### config.mk
export PLATFORM = sky130hd
export DESIGN_NAME = ip_layer3_header_parser
export DESIGN_NICKNAME = d
export VERILOG_FILES = /design/src/hdl/l3hp_pkg.sv /design/src/hdl/ip_layer3_header_parser.sv /design/src/hdl/l3hp_capture.sv /design/src/hdl/l3hp_classify.sv
export VERILOG_INCLUDE_DIRS = /design/src /design/src/hdl
export SDC_FILE = /design/constraint.sdc
export NUM_CORES = 1
export LEC_CHECK = 0
export ABC_AREA = 1
export BUFFER_PORTS_ARGS = -buffer_cell sky130_fd_sc_hd__buf_2
export CORE_UTILIZATION = 45
export CTS_BUF_LIST = sky130_fd_sc_hd__clkbuf_8 sky130_fd_sc_hd__clkbuf_16
export CTS_CLUSTER_SIZE = 10
export DETAILED_ROUTE_END_ITERATION = 8
export SYNTH_ARGS = -nofsm -noshare
export SYNTH_HDL_FRONTEND = slang
export SYNTH_SLANG_ARGS = --single-unit
### constraint.sdc
create_clock -name i_clk -period 5.4 [get_ports i_clk]
set_input_delay 0.81 -clock i_clk [delete_from_list [all_inputs] [get_ports i_clk]]
set_output_delay 0.81 -clock i_clk [all_outputs]
set_load 0.05 [all_outputs]
### src/hdl/ip_layer3_header_parser_macros.svh
// Assertion macros used by the layer-3 header parser RTL.
`ifndef IP_LAYER3_HEADER_PARSER_MACROS_SVH
`define IP_LAYER3_HEADER_PARSER_MACROS_SVH

`ifndef SYNTH
// same-cycle implication, disabled while reset is asserted
`define L3HP_ASSERT_IMP(lbl, clk, rst_n, ante, cons, msg) \
    lbl: assert property (@(posedge clk) disable iff (!(rst_n)) (ante) |-> (cons)) \
        else $error(msg);
// next-cycle implication, disabled while reset is asserted
`define L3HP_ASSERT_NXT(lbl, clk, rst_n, ante, cons, msg) \
    lbl: assert property (@(posedge clk) disable iff (!(rst_n)) (ante) |=> (cons)) \
        else $error(msg);
`else
`define L3HP_ASSERT_IMP(lbl, clk, rst_n, ante, cons, msg)
`define L3HP_ASSERT_NXT(lbl, clk, rst_n, ante, cons, msg)
`endif

`endif

### src/hdl/l3hp_pkg.sv
// Types, codes and helper functions for the layer-3 header parser.
`timescale 1ns / 1ps
`default_nettype none
package l3hp_pkg;

    localparam int LEN_BITS_DEF = 16;

    // layer-3 type codes (hint and result)
    localparam logic [2:0] NET_UNSPEC     = 3'd0;
    localparam logic [2:0] NET_V4_UNSPEC  = 3'd1;
    localparam logic [2:0] NET_V4_OPTS    = 3'd2;
    localparam logic [2:0] NET_V4_NOOPTS  = 3'd3;
    localparam logic [2:0] NET_V6_UNSPEC  = 3'd4;
    localparam logic [2:0] NET_V6_EXT     = 3'd5;
    localparam logic [2:0] NET_V6_NOEXT   = 3'd6;
    localparam logic [2:0] NET_INVALID    = 3'd7;

    // layer-4 type codes
    localparam logic [1:0] L4_UNSPEC = 2'd0;
    localparam logic [1:0] L4_TCP    = 2'd1;
    localparam logic [1:0] L4_UDP    = 2'd2;
    localparam logic [1:0] L4_OTHER  = 2'd3;

    // protocol / next-header numbers
    localparam logic [7:0] PROTO_ICMP   = 8'd1;
    localparam logic [7:0] PROTO_TCP    = 8'd6;
    localparam logic [7:0] PROTO_UDP    = 8'd17;
    localparam logic [7:0] PROTO_ICMPV6 = 8'd58;
    localparam logic [7:0] PROTO_NONXT  = 8'd59;

    localparam logic [3:0] VER_IPV4 = 4'd4;
    localparam logic [3:0] VER_IPV6 = 4'd6;

    // byte offsets and sizes
    localparam int POS_VER_IHL   = 0;
    localparam int POS_V6_NEXT   = 6;
    localparam int POS_V4_PROTO  = 9;
    localparam int V4_MIN_BYTES  = 20;
    localparam int V6_HDR_BYTES  = 40;

    // extension header walk phase
    localparam logic [1:0] PH_IDLE      = 2'd0;
    localparam logic [1:0] PH_WANT_NEXT = 2'd1;
    localparam logic [1:0] PH_WANT_LEN  = 2'd2;
    localparam logic [1:0] PH_DONE      = 2'd3;

    typedef struct packed {
        logic [2:0] hint;
        logic       null_link;
        logic [1:0] transport;
        logic [7:0] ver_ihl;
        logic [7:0] v4_proto;
        logic [7:0] v6_next;
        logic [7:0] ext_next;
        logic [1:0] phase;
    } t_ctx;

    typedef struct packed {
        logic        ok;
        logic [2:0]  net;
        logic [1:0]  l4;
        logic [15:0] hdr_len;
    } t_result;

    function automatic logic v6_direct(input logic [7:0] nh);
        return (nh == PROTO_TCP) || (nh == PROTO_UDP) || (nh == PROTO_ICMP) ||
               (nh == PROTO_ICMPV6) || (nh == PROTO_NONXT);
    endfunction

    function automatic logic [1:0] map_l4(input logic [7:0] proto, input logic [1:0] preset);
        logic [1:0] r;
        r = preset;
        if (proto == PROTO_TCP) r = L4_TCP;
        else if (proto == PROTO_UDP) r = L4_UDP;
        return r;
    endfunction

endpackage
`default_nettype wire

### src/hdl/ip_layer3_header_parser.sv
// Pipe: input register -> capture/classify -> result register, which presents result beats.
// One byte beat per cycle while the sink does not hold a result beat.
// Only beats with tlast set produce a result; the result register stalls the whole pipe.
// Reset (i_rst_n low, synchronous) clears the pipe valids and all parser state at once.
// Bytes seen before any first_byte are counted from zero with an unspecified hint.
`timescale 1ns / 1ps
`default_nettype none
`include "ip_layer3_header_parser_macros.svh"
module ip_layer3_header_parser #(
    parameter int LEN_BITS = l3hp_pkg::LEN_BITS_DEF
) (
    input  wire         i_clk,
    input  wire         i_rst_n,
    // byte stream in
    input  wire         i_s_tvalid,
    output logic        o_s_tready,
    input  wire [7:0]   i_s_tdata,   // [7:0] data_byte
    input  wire         i_s_tlast,   // last_byte
    input  wire [6:0]   i_s_tuser,   // [0] first_byte, [3:1] type_hint,
                                     // [4] link_is_null, [6:5] preset_transport
    // parse result out
    output logic        o_m_tvalid,
    input  wire         i_m_tready,
    output logic [23:0] o_m_tdata    // [0] parse_ok, [3:1] net_type,
                                     // [5:4] transport_type, [21:6] header_length, [23:22] 0
);
    import l3hp_pkg::*;

    // input stage
    logic        r_in_valid;
    logic [7:0]  r_in_byte;
    logic        r_in_last;
    logic [6:0]  r_in_user;

    // result stage
    logic        r_out_valid;
    t_result     r_out_res;

    logic                w_adv;
    t_ctx                w_ctx;
    logic [LEN_BITS-1:0] w_pos;
    logic [LEN_BITS-1:0] w_ext;
    t_result             w_res;

    // whole pipe moves unless a result beat is held by the sink
    assign w_adv      = !r_out_valid || i_m_tready;
    assign o_s_tready = w_adv;

    always_ff @(posedge i_clk) begin
        if (!i_rst_n) begin
            r_in_valid <= 1'b0;
        end else if (w_adv) begin
            r_in_valid <= i_s_tvalid;
        end
    end

    always_ff @(posedge i_clk) begin
        if (w_adv) begin
            r_in_byte <= i_s_tdata;
            r_in_last <= i_s_tlast;
            r_in_user <= i_s_tuser;
        end
    end

    l3hp_capture #(
        .LEN_BITS (LEN_BITS)
    ) u_capture (
        .i_clk    (i_clk),
        .i_rst_n  (i_rst_n),
        .i_en     (w_adv && r_in_valid),
        .i_byte   (r_in_byte),
        .i_first  (r_in_user[0]),
        .i_hint   (r_in_user[3:1]),
        .i_null   (r_in_user[4]),
        .i_preset (r_in_user[6:5]),
        .o_ctx    (w_ctx),
        .o_pos    (w_pos),
        .o_ext    (w_ext)
    );

    // classification sees the state as updated by the current byte
    l3hp_classify #(
        .LEN_BITS (LEN_BITS)
    ) u_classify (
        .i_ctx (w_ctx),
        .i_len (w_pos),
        .i_ext (w_ext),
        .o_res (w_res)
    );

    always_ff @(posedge i_clk) begin
        if (!i_rst_n) begin
            r_out_valid <= 1'b0;
        end else if (w_adv) begin
            r_out_valid <= r_in_valid && r_in_last;
        end
    end

    always_ff @(posedge i_clk) begin
        if (w_adv && r_in_valid && r_in_last) begin
            r_out_res <= w_res;
        end
    end

    assign o_m_tvalid = r_out_valid;
    assign o_m_tdata  = {2'b00, r_out_res.hdr_len, r_out_res.l4, r_out_res.net, r_out_res.ok};

    // a last beat in the input stage always turns into a result beat
    `L3HP_ASSERT_NXT(a_last_gives_result, i_clk, i_rst_n, w_adv && r_in_valid && r_in_last, r_out_valid, "last beat produced no result")
    // failed parse reports zero header length
    `L3HP_ASSERT_IMP(a_fail_zero_len, i_clk, i_rst_n, r_out_valid && !r_out_res.ok, r_out_res.hdr_len == 16'd0, "failed parse with nonzero length")
    // IPv4 without options is exactly the minimum header
    `L3HP_ASSERT_IMP(a_v4_noopts_len, i_clk, i_rst_n, r_out_valid && r_out_res.ok && r_out_res.net == NET_V4_NOOPTS, r_out_res.hdr_len == 16'(V4_MIN_BYTES), "IPv4 no-options length mismatch")
    // IPv6 without extensions is exactly the fixed header
    `L3HP_ASSERT_IMP(a_v6_noext_len, i_clk, i_rst_n, r_out_valid && r_out_res.ok && r_out_res.net == NET_V6_NOEXT, r_out_res.hdr_len == 16'(V6_HDR_BYTES), "IPv6 no-extension length mismatch")

endmodule
`default_nettype wire

### src/hdl/l3hp_capture.sv
// Per-packet byte counter, field capture and IPv6 extension header walker.
`timescale 1ns / 1ps
`default_nettype none
module l3hp_capture #(
    parameter int LEN_BITS = l3hp_pkg::LEN_BITS_DEF
) (
    input  wire                 i_clk,
    input  wire                 i_rst_n,
    input  wire                 i_en,
    input  wire [7:0]           i_byte,
    input  wire                 i_first,
    input  wire [2:0]           i_hint,
    input  wire                 i_null,
    input  wire [1:0]           i_preset,
    output l3hp_pkg::t_ctx      o_ctx,
    output logic [LEN_BITS-1:0] o_pos,
    output logic [LEN_BITS-1:0] o_ext
);
    import l3hp_pkg::*;

    localparam int SUM_W = LEN_BITS + 12;
    localparam logic [LEN_BITS-1:0] MAX_POS = '1;

    t_ctx                r_ctx, n_ctx;
    logic [LEN_BITS-1:0] r_pos, n_pos;
    logic [LEN_BITS-1:0] r_ext, n_ext;
    logic [SUM_W-1:0]    w_end;

    always_comb begin
        n_ctx = r_ctx;
        n_pos = r_pos;
        n_ext = r_ext;
        if (i_first) begin
            n_ctx.hint      = i_hint;
            n_ctx.null_link = i_null;
            n_ctx.transport = i_preset;
            n_ctx.ver_ihl   = '0;
            n_ctx.v4_proto  = '0;
            n_ctx.v6_next   = '0;
            n_ctx.ext_next  = '0;
            n_ctx.phase     = PH_IDLE;
            n_pos           = '0;
            n_ext           = LEN_BITS'(V6_HDR_BYTES);
        end
        w_end = SUM_W'(n_ext) + SUM_W'(8) + (SUM_W'(i_byte) << 3);
        // saturated count: byte neither counted nor captured
        if (n_pos != MAX_POS) begin
            if (n_pos == LEN_BITS'(POS_VER_IHL)) n_ctx.ver_ihl = i_byte;
            if (n_pos == LEN_BITS'(POS_V4_PROTO)) n_ctx.v4_proto = i_byte;
            if (n_pos == LEN_BITS'(POS_V6_NEXT)) begin
                n_ctx.v6_next = i_byte;
                n_ctx.phase   = (!v6_direct(i_byte) && n_ctx.transport == L4_UNSPEC) ?
                                PH_WANT_NEXT : PH_IDLE;
                n_ext         = LEN_BITS'(V6_HDR_BYTES);
                w_end         = SUM_W'(n_ext) + SUM_W'(8) + (SUM_W'(i_byte) << 3);
            end
            if (n_ctx.phase == PH_WANT_NEXT && n_pos == n_ext) begin
                n_ctx.ext_next = i_byte;
                n_ctx.phase    = PH_WANT_LEN;
            end else if (n_ctx.phase == PH_WANT_LEN &&
                         {1'b0, n_pos} == ({1'b0, n_ext} + (LEN_BITS+1)'(1))) begin
                n_ext = (w_end > SUM_W'(MAX_POS)) ? MAX_POS : w_end[LEN_BITS-1:0];
                if (n_ctx.ext_next == PROTO_TCP || n_ctx.ext_next == PROTO_UDP ||
                    n_ctx.ext_next == PROTO_NONXT)
                    n_ctx.phase = PH_DONE;
                else
                    n_ctx.phase = PH_WANT_NEXT;
            end
            n_pos = n_pos + LEN_BITS'(1);
        end
    end

    always_ff @(posedge i_clk) begin
        if (!i_rst_n) begin
            r_ctx <= '0;
            r_pos <= '0;
            r_ext <= LEN_BITS'(V6_HDR_BYTES);
        end else if (i_en) begin
            r_ctx <= n_ctx;
            r_pos <= n_pos;
            r_ext <= n_ext;
        end
    end

    assign o_ctx = n_ctx;
    assign o_pos = n_pos;
    assign o_ext = n_ext;

endmodule
`default_nettype wire

### src/hdl/l3hp_classify.sv
// IPv4 / IPv6 decision from captured fields and the available length.
`timescale 1ns / 1ps
`default_nettype none
module l3hp_classify #(
    parameter int LEN_BITS = l3hp_pkg::LEN_BITS_DEF
) (
    input  l3hp_pkg::t_ctx      i_ctx,
    input  wire [LEN_BITS-1:0]  i_len,
    input  wire [LEN_BITS-1:0]  i_ext,
    output l3hp_pkg::t_result   o_res
);
    import l3hp_pkg::*;

    logic [LEN_BITS-1:0] w_v4_len;
    logic                w_v4_ok, w_v6_ok;
    logic [2:0]          w_v4_net, w_v6_net;
    logic [1:0]          w_v4_l4, w_v6_l4;
    logic [31:0]         w_v6_len;

    always_comb begin
        w_v4_len = LEN_BITS'({i_ctx.ver_ihl[3:0], 2'b00});
        w_v4_ok  = (i_len >= LEN_BITS'(V4_MIN_BYTES)) && (i_ctx.ver_ihl[7:4] == VER_IPV4) &&
                   (w_v4_len <= i_len);
        w_v4_net = (w_v4_len == LEN_BITS'(V4_MIN_BYTES)) ? NET_V4_NOOPTS : NET_V4_OPTS;
        w_v4_l4  = map_l4(i_ctx.v4_proto, i_ctx.transport);

        w_v6_ok  = 1'b0;
        w_v6_net = NET_V6_EXT;
        w_v6_l4  = i_ctx.transport;
        w_v6_len = 32'(V6_HDR_BYTES);
        if (i_len >= LEN_BITS'(V6_HDR_BYTES) && i_ctx.ver_ihl[7:4] == VER_IPV6) begin
            if (v6_direct(i_ctx.v6_next)) begin
                w_v6_ok  = 1'b1;
                w_v6_net = NET_V6_NOEXT;
                w_v6_l4  = map_l4(i_ctx.v6_next, i_ctx.transport);
            end else if (i_ctx.transport != L4_UNSPEC) begin
                w_v6_ok = 1'b1;
            end else if (i_ctx.phase == PH_DONE && i_ext <= i_len) begin
                w_v6_ok  = 1'b1;
                w_v6_l4  = map_l4(i_ctx.ext_next, i_ctx.transport);
                w_v6_len = 32'(i_ext);
            end
        end

        o_res.ok      = 1'b0;
        o_res.net     = i_ctx.hint;
        o_res.l4      = i_ctx.transport;
        o_res.hdr_len = '0;
        case (i_ctx.hint)
            NET_UNSPEC: begin
                if (i_ctx.null_link) begin
                    o_res.ok = 1'b1;
                    if (w_v4_ok) begin
                        o_res.net     = w_v4_net;
                        o_res.l4      = w_v4_l4;
                        o_res.hdr_len = 16'(w_v4_len);
                    end else if (w_v6_ok) begin
                        o_res.net     = w_v6_net;
                        o_res.l4      = w_v6_l4;
                        o_res.hdr_len = (w_v6_len > 32'hFFFF) ? 16'hFFFF : w_v6_len[15:0];
                    end else begin
                        // neither version matched: pass through untyped
                        o_res.net = NET_UNSPEC;
                    end
                end
            end
            NET_V4_UNSPEC, NET_V4_OPTS, NET_V4_NOOPTS: begin
                if (w_v4_ok) begin
                    o_res.ok      = 1'b1;
                    o_res.net     = w_v4_net;
                    o_res.l4      = w_v4_l4;
                    o_res.hdr_len = 16'(w_v4_len);
                end
            end
            NET_V6_UNSPEC, NET_V6_EXT, NET_V6_NOEXT: begin
                if (w_v6_ok) begin
                    o_res.ok      = 1'b1;
                    o_res.net     = w_v6_net;
                    o_res.l4      = w_v6_l4;
                    o_res.hdr_len = (w_v6_len > 32'hFFFF) ? 16'hFFFF : w_v6_len[15:0];
                end
            end
            default: begin
                o_res.ok = 1'b0;
            end
        endcase
    end

endmodule
`default_nettype wire
==> qor.csv <==
metric,value,unit
status,completed,
Min-Delay Startpoint,u_capture.r_ctx[35],
clock sinks,112,
CP Data Arrival Time,5.34,ns
compound-gate portion of the synthesized area,18.8,%
hold_buf cts,0,
power density over the cells,217,mW/mm^2
Crit-path slowest cell,edfxtp_1,
Setup crit end kind,flip-flop,
"Req. time, crit path",5.51,ns
hold_ws,0.506,ns
P_leak,4.73,nW
routed vias,8923,
CORE AREA,0.0189,sq mm
Max clock buf depth,2,
max_cap viols,0,
# H-tree levels,3,
ys async rst share,0,%
Die Ht,142,microns
Vias per Instance,5.32,
grt ovf,0,
RSZ-0062 raised after global routing,yes,
setup slack after layout,0.174,ns
Worst path depth,40,
Worst IR Drop VDD,216,uV
die area,0.0201,sq mm
xor/xnor share of the synthesized area,2.90,%
Die W,142,microns
initial DRC count,565,
post-synthesis mux area share,0,%
Skew-Pair Late Insertion Delay,0.37,ns
DP Worst Slack,-0.157,ns
Avg Inst Size Synth,6.61,sq um
FP Rows,50,
predominant post-synthesis flop cell,dfxtp_1,
final number of hold-violating endpoints,0,
largest cells by area after synthesis,"dfxtp_1 17%, edfxtp_1 13%, inv_1 9.5%",
HPWL after DPL,21.3,mm
Final ANT Viol Nets,0,
largest net degree at the start of global routing,65,
fin cells,1677,
# port buffers,43,
worst hold path class,flip-flop to flip-flop,
type of origin of the critical path,flip-flop,
clk slew on worst S/H paths,0.08,ns
# diodes,0,
"most common cell after layout, fill and taps aside",inv_1,
GPL Wtd Cong,0.917,
adder-cell share of the synthesized area,5.51,%
Tot GR Track Use,28.1,%
Hold Path Stages,2,
worst stage delay on the critical path,0.44,ns
Layout Nets,1470,
WHS Endpoint,u_capture.r_ctx[35],
Mapped Area,0.00877,sq mm
simple-gate portion of the synthesized area,30.0,%
I/O Pins,46,
Crit Path Class,flip-flop to flip-flop,
R2R depth,40,
Placed Instances,1632,
max-slew violations,0,
number of global-route vias before repair,8096,
register area share after synthesis,29.9,%
Yosys cell types,54,
final setup vio count,0,
area delta synth->final,18.6,%
initial antenna violation count,0,
DRC viols,0,
CTS tree,yes,
"reg-to-reg slack, setup",0.17,ns
worst slew pin tran,1.11,ns
DP Area,0.00949,sq mm
Max Fclk,191,MHz
Routed WL per cell,16.8,microns
share of layout cells above drive strength 1,19.8,%
CTS buffer count,9,
largest family of logic cells by synthesized area,simple AND/OR/NAND/NOR gates,
most frequent cells in the layout,"216 x inv_1, 206 x nand2_1, 135 x nor2_1",
post-synth top area share,16.9,%
yosys warns,0,
Finished Cell Area,0.0104,sq mm
CTS Root Cell,clkbuf_16,
clk_skew,0.0135,ns
CP Buf/Inv Count,8,
Syn Inst Count,1327,
"FF+latch count, synth",112,
post-route clock period utilization,96.8,%
minimum clock period after layout,5.23,ns
Post-synth EDFFs,38,
first-pass GRT wire length,43.2,mm
WL final,28.1,mm
Initial Utilization,46.4,%
Pre-Repair DR Iteration Count,5,
Max-slew headroom,25.7,%
CP max FO,8,
CP top delay family,simple AND/OR/NAND/NOR gates,
cell accounting for the most synthesized area,dfxtp_1,
worst reg2reg path startpoint,r_in_user[0],
r2r endpoint,o_m_tdata[2],
## Yosys cell counts (9+ instances only)
cell type / instances
xor2_1: 22
o21ai_0: 129
or2_2: 10
clkbuf_1: 28
nor2_2: 11
nand2_2: 11
nand4_1: 27
nor3_1: 20
dfxtp_1: 74
ha_1: 37
o211ai_1: 28
nand2_1: 217
o21ai_1: 10
nor2_1: 151
a21oi_1: 85
nor3_2: 9
edfxtp_1: 38
inv_2: 11
nand3_1: 87
inv_1: 221
## cell families (layout without fill, tap and decap cells)
kind of cell,after synthesis,in the layout
simple gates,570,570
compound gates,292,292
buf+inv,285,374
flops,112,112
fa+ha+maj,38,38
xor+xnor,29,29
other cells,1,2
## layer usage
layer | GRT usage, % | wire length (microns)
met1 | 37.0 | 12700
met2 | 47.2 | 13400
met3 | 3.14 | 1220
met4 | 10.5 | 824
met5 | 0 | 0
## sequential cells by signal (all words and copies together) (netlist names)
signal / count
u_capture.r_ctx: 40
o_m_tdata: 22
r_in_valid: 1
u_capture.r_ext: 16
u_capture.r_pos: 16
r_in_last: 1
r_in_user: 7
r_in_byte: 8
o_m_tvalid: 1
## layout make-up
cell class	instances	area, sq um
tap	260	325
clock inverter	7	63.8
sequential	112	2620
fill	1917	8490
timing repair buffer	120	858
clock buffer	9	225
inverter	238	923
multi-input combinational	931	5390
## worst register-to-register path: cells and delay by family (launching register included)
kind / cells / cell delay, ns
DFF: 1 / 0.44
adders and majority gates: 3 / 0.57
and+or+nand+nor: 23 / 2.26
buffers and inverters: 8 / 0.84
AOI/OAI and AO/OA: 6 / 0.85
## stage by stage
step | setup TNS (ns) | power, mW | utilization, %
final | 0 | 2.26 | 55.1
after global routing | -1.80 | 2.39 | 55.1
after CTS | 0 | 2.23 | 52.0
after detailed placement | -0.517 | 1.55 | 50.2
after global placement | -0.0325 | 1.54 | 50.2
after floorplan | 0 | 1.39 | -
## where the power goes
group	switching [mW]	internal (mW)	total (mW)	leakage, nW
Sequential	0.0382	0.926	0.964	0.985
Clock	0.355	0.325	0.680	0.147
Combinational	0.411	0.207	0.618	3.60
## how the worst max path moves through the flow
stage / start / to / slack, ns
6_report: r_in_user[0] / o_m_tdata[2] / 0.17
3_3_place_gp: r_in_user[0] / o_m_tdata[2] / -0.03
4_1_cts: r_in_user[0] / o_m_tdata[2] / 0.02
2_1_floorplan: r_in_user[0] / o_m_tdata[2] / 0.01
3_5_place_dp: r_in_user[0] / o_m_tdata[2] / -0.16
5_1_grt: r_in_user[0] / o_m_tdata[2] / -0.15
## repair_timing
action	4_1_cts	5_1_grt
buffers inserted	2	25
pin swaps	2	35
gates resized for setup	11	97
setup endpoints to repair	20	22
gates cloned	0	2
Power figures use the tool's default switching activity.
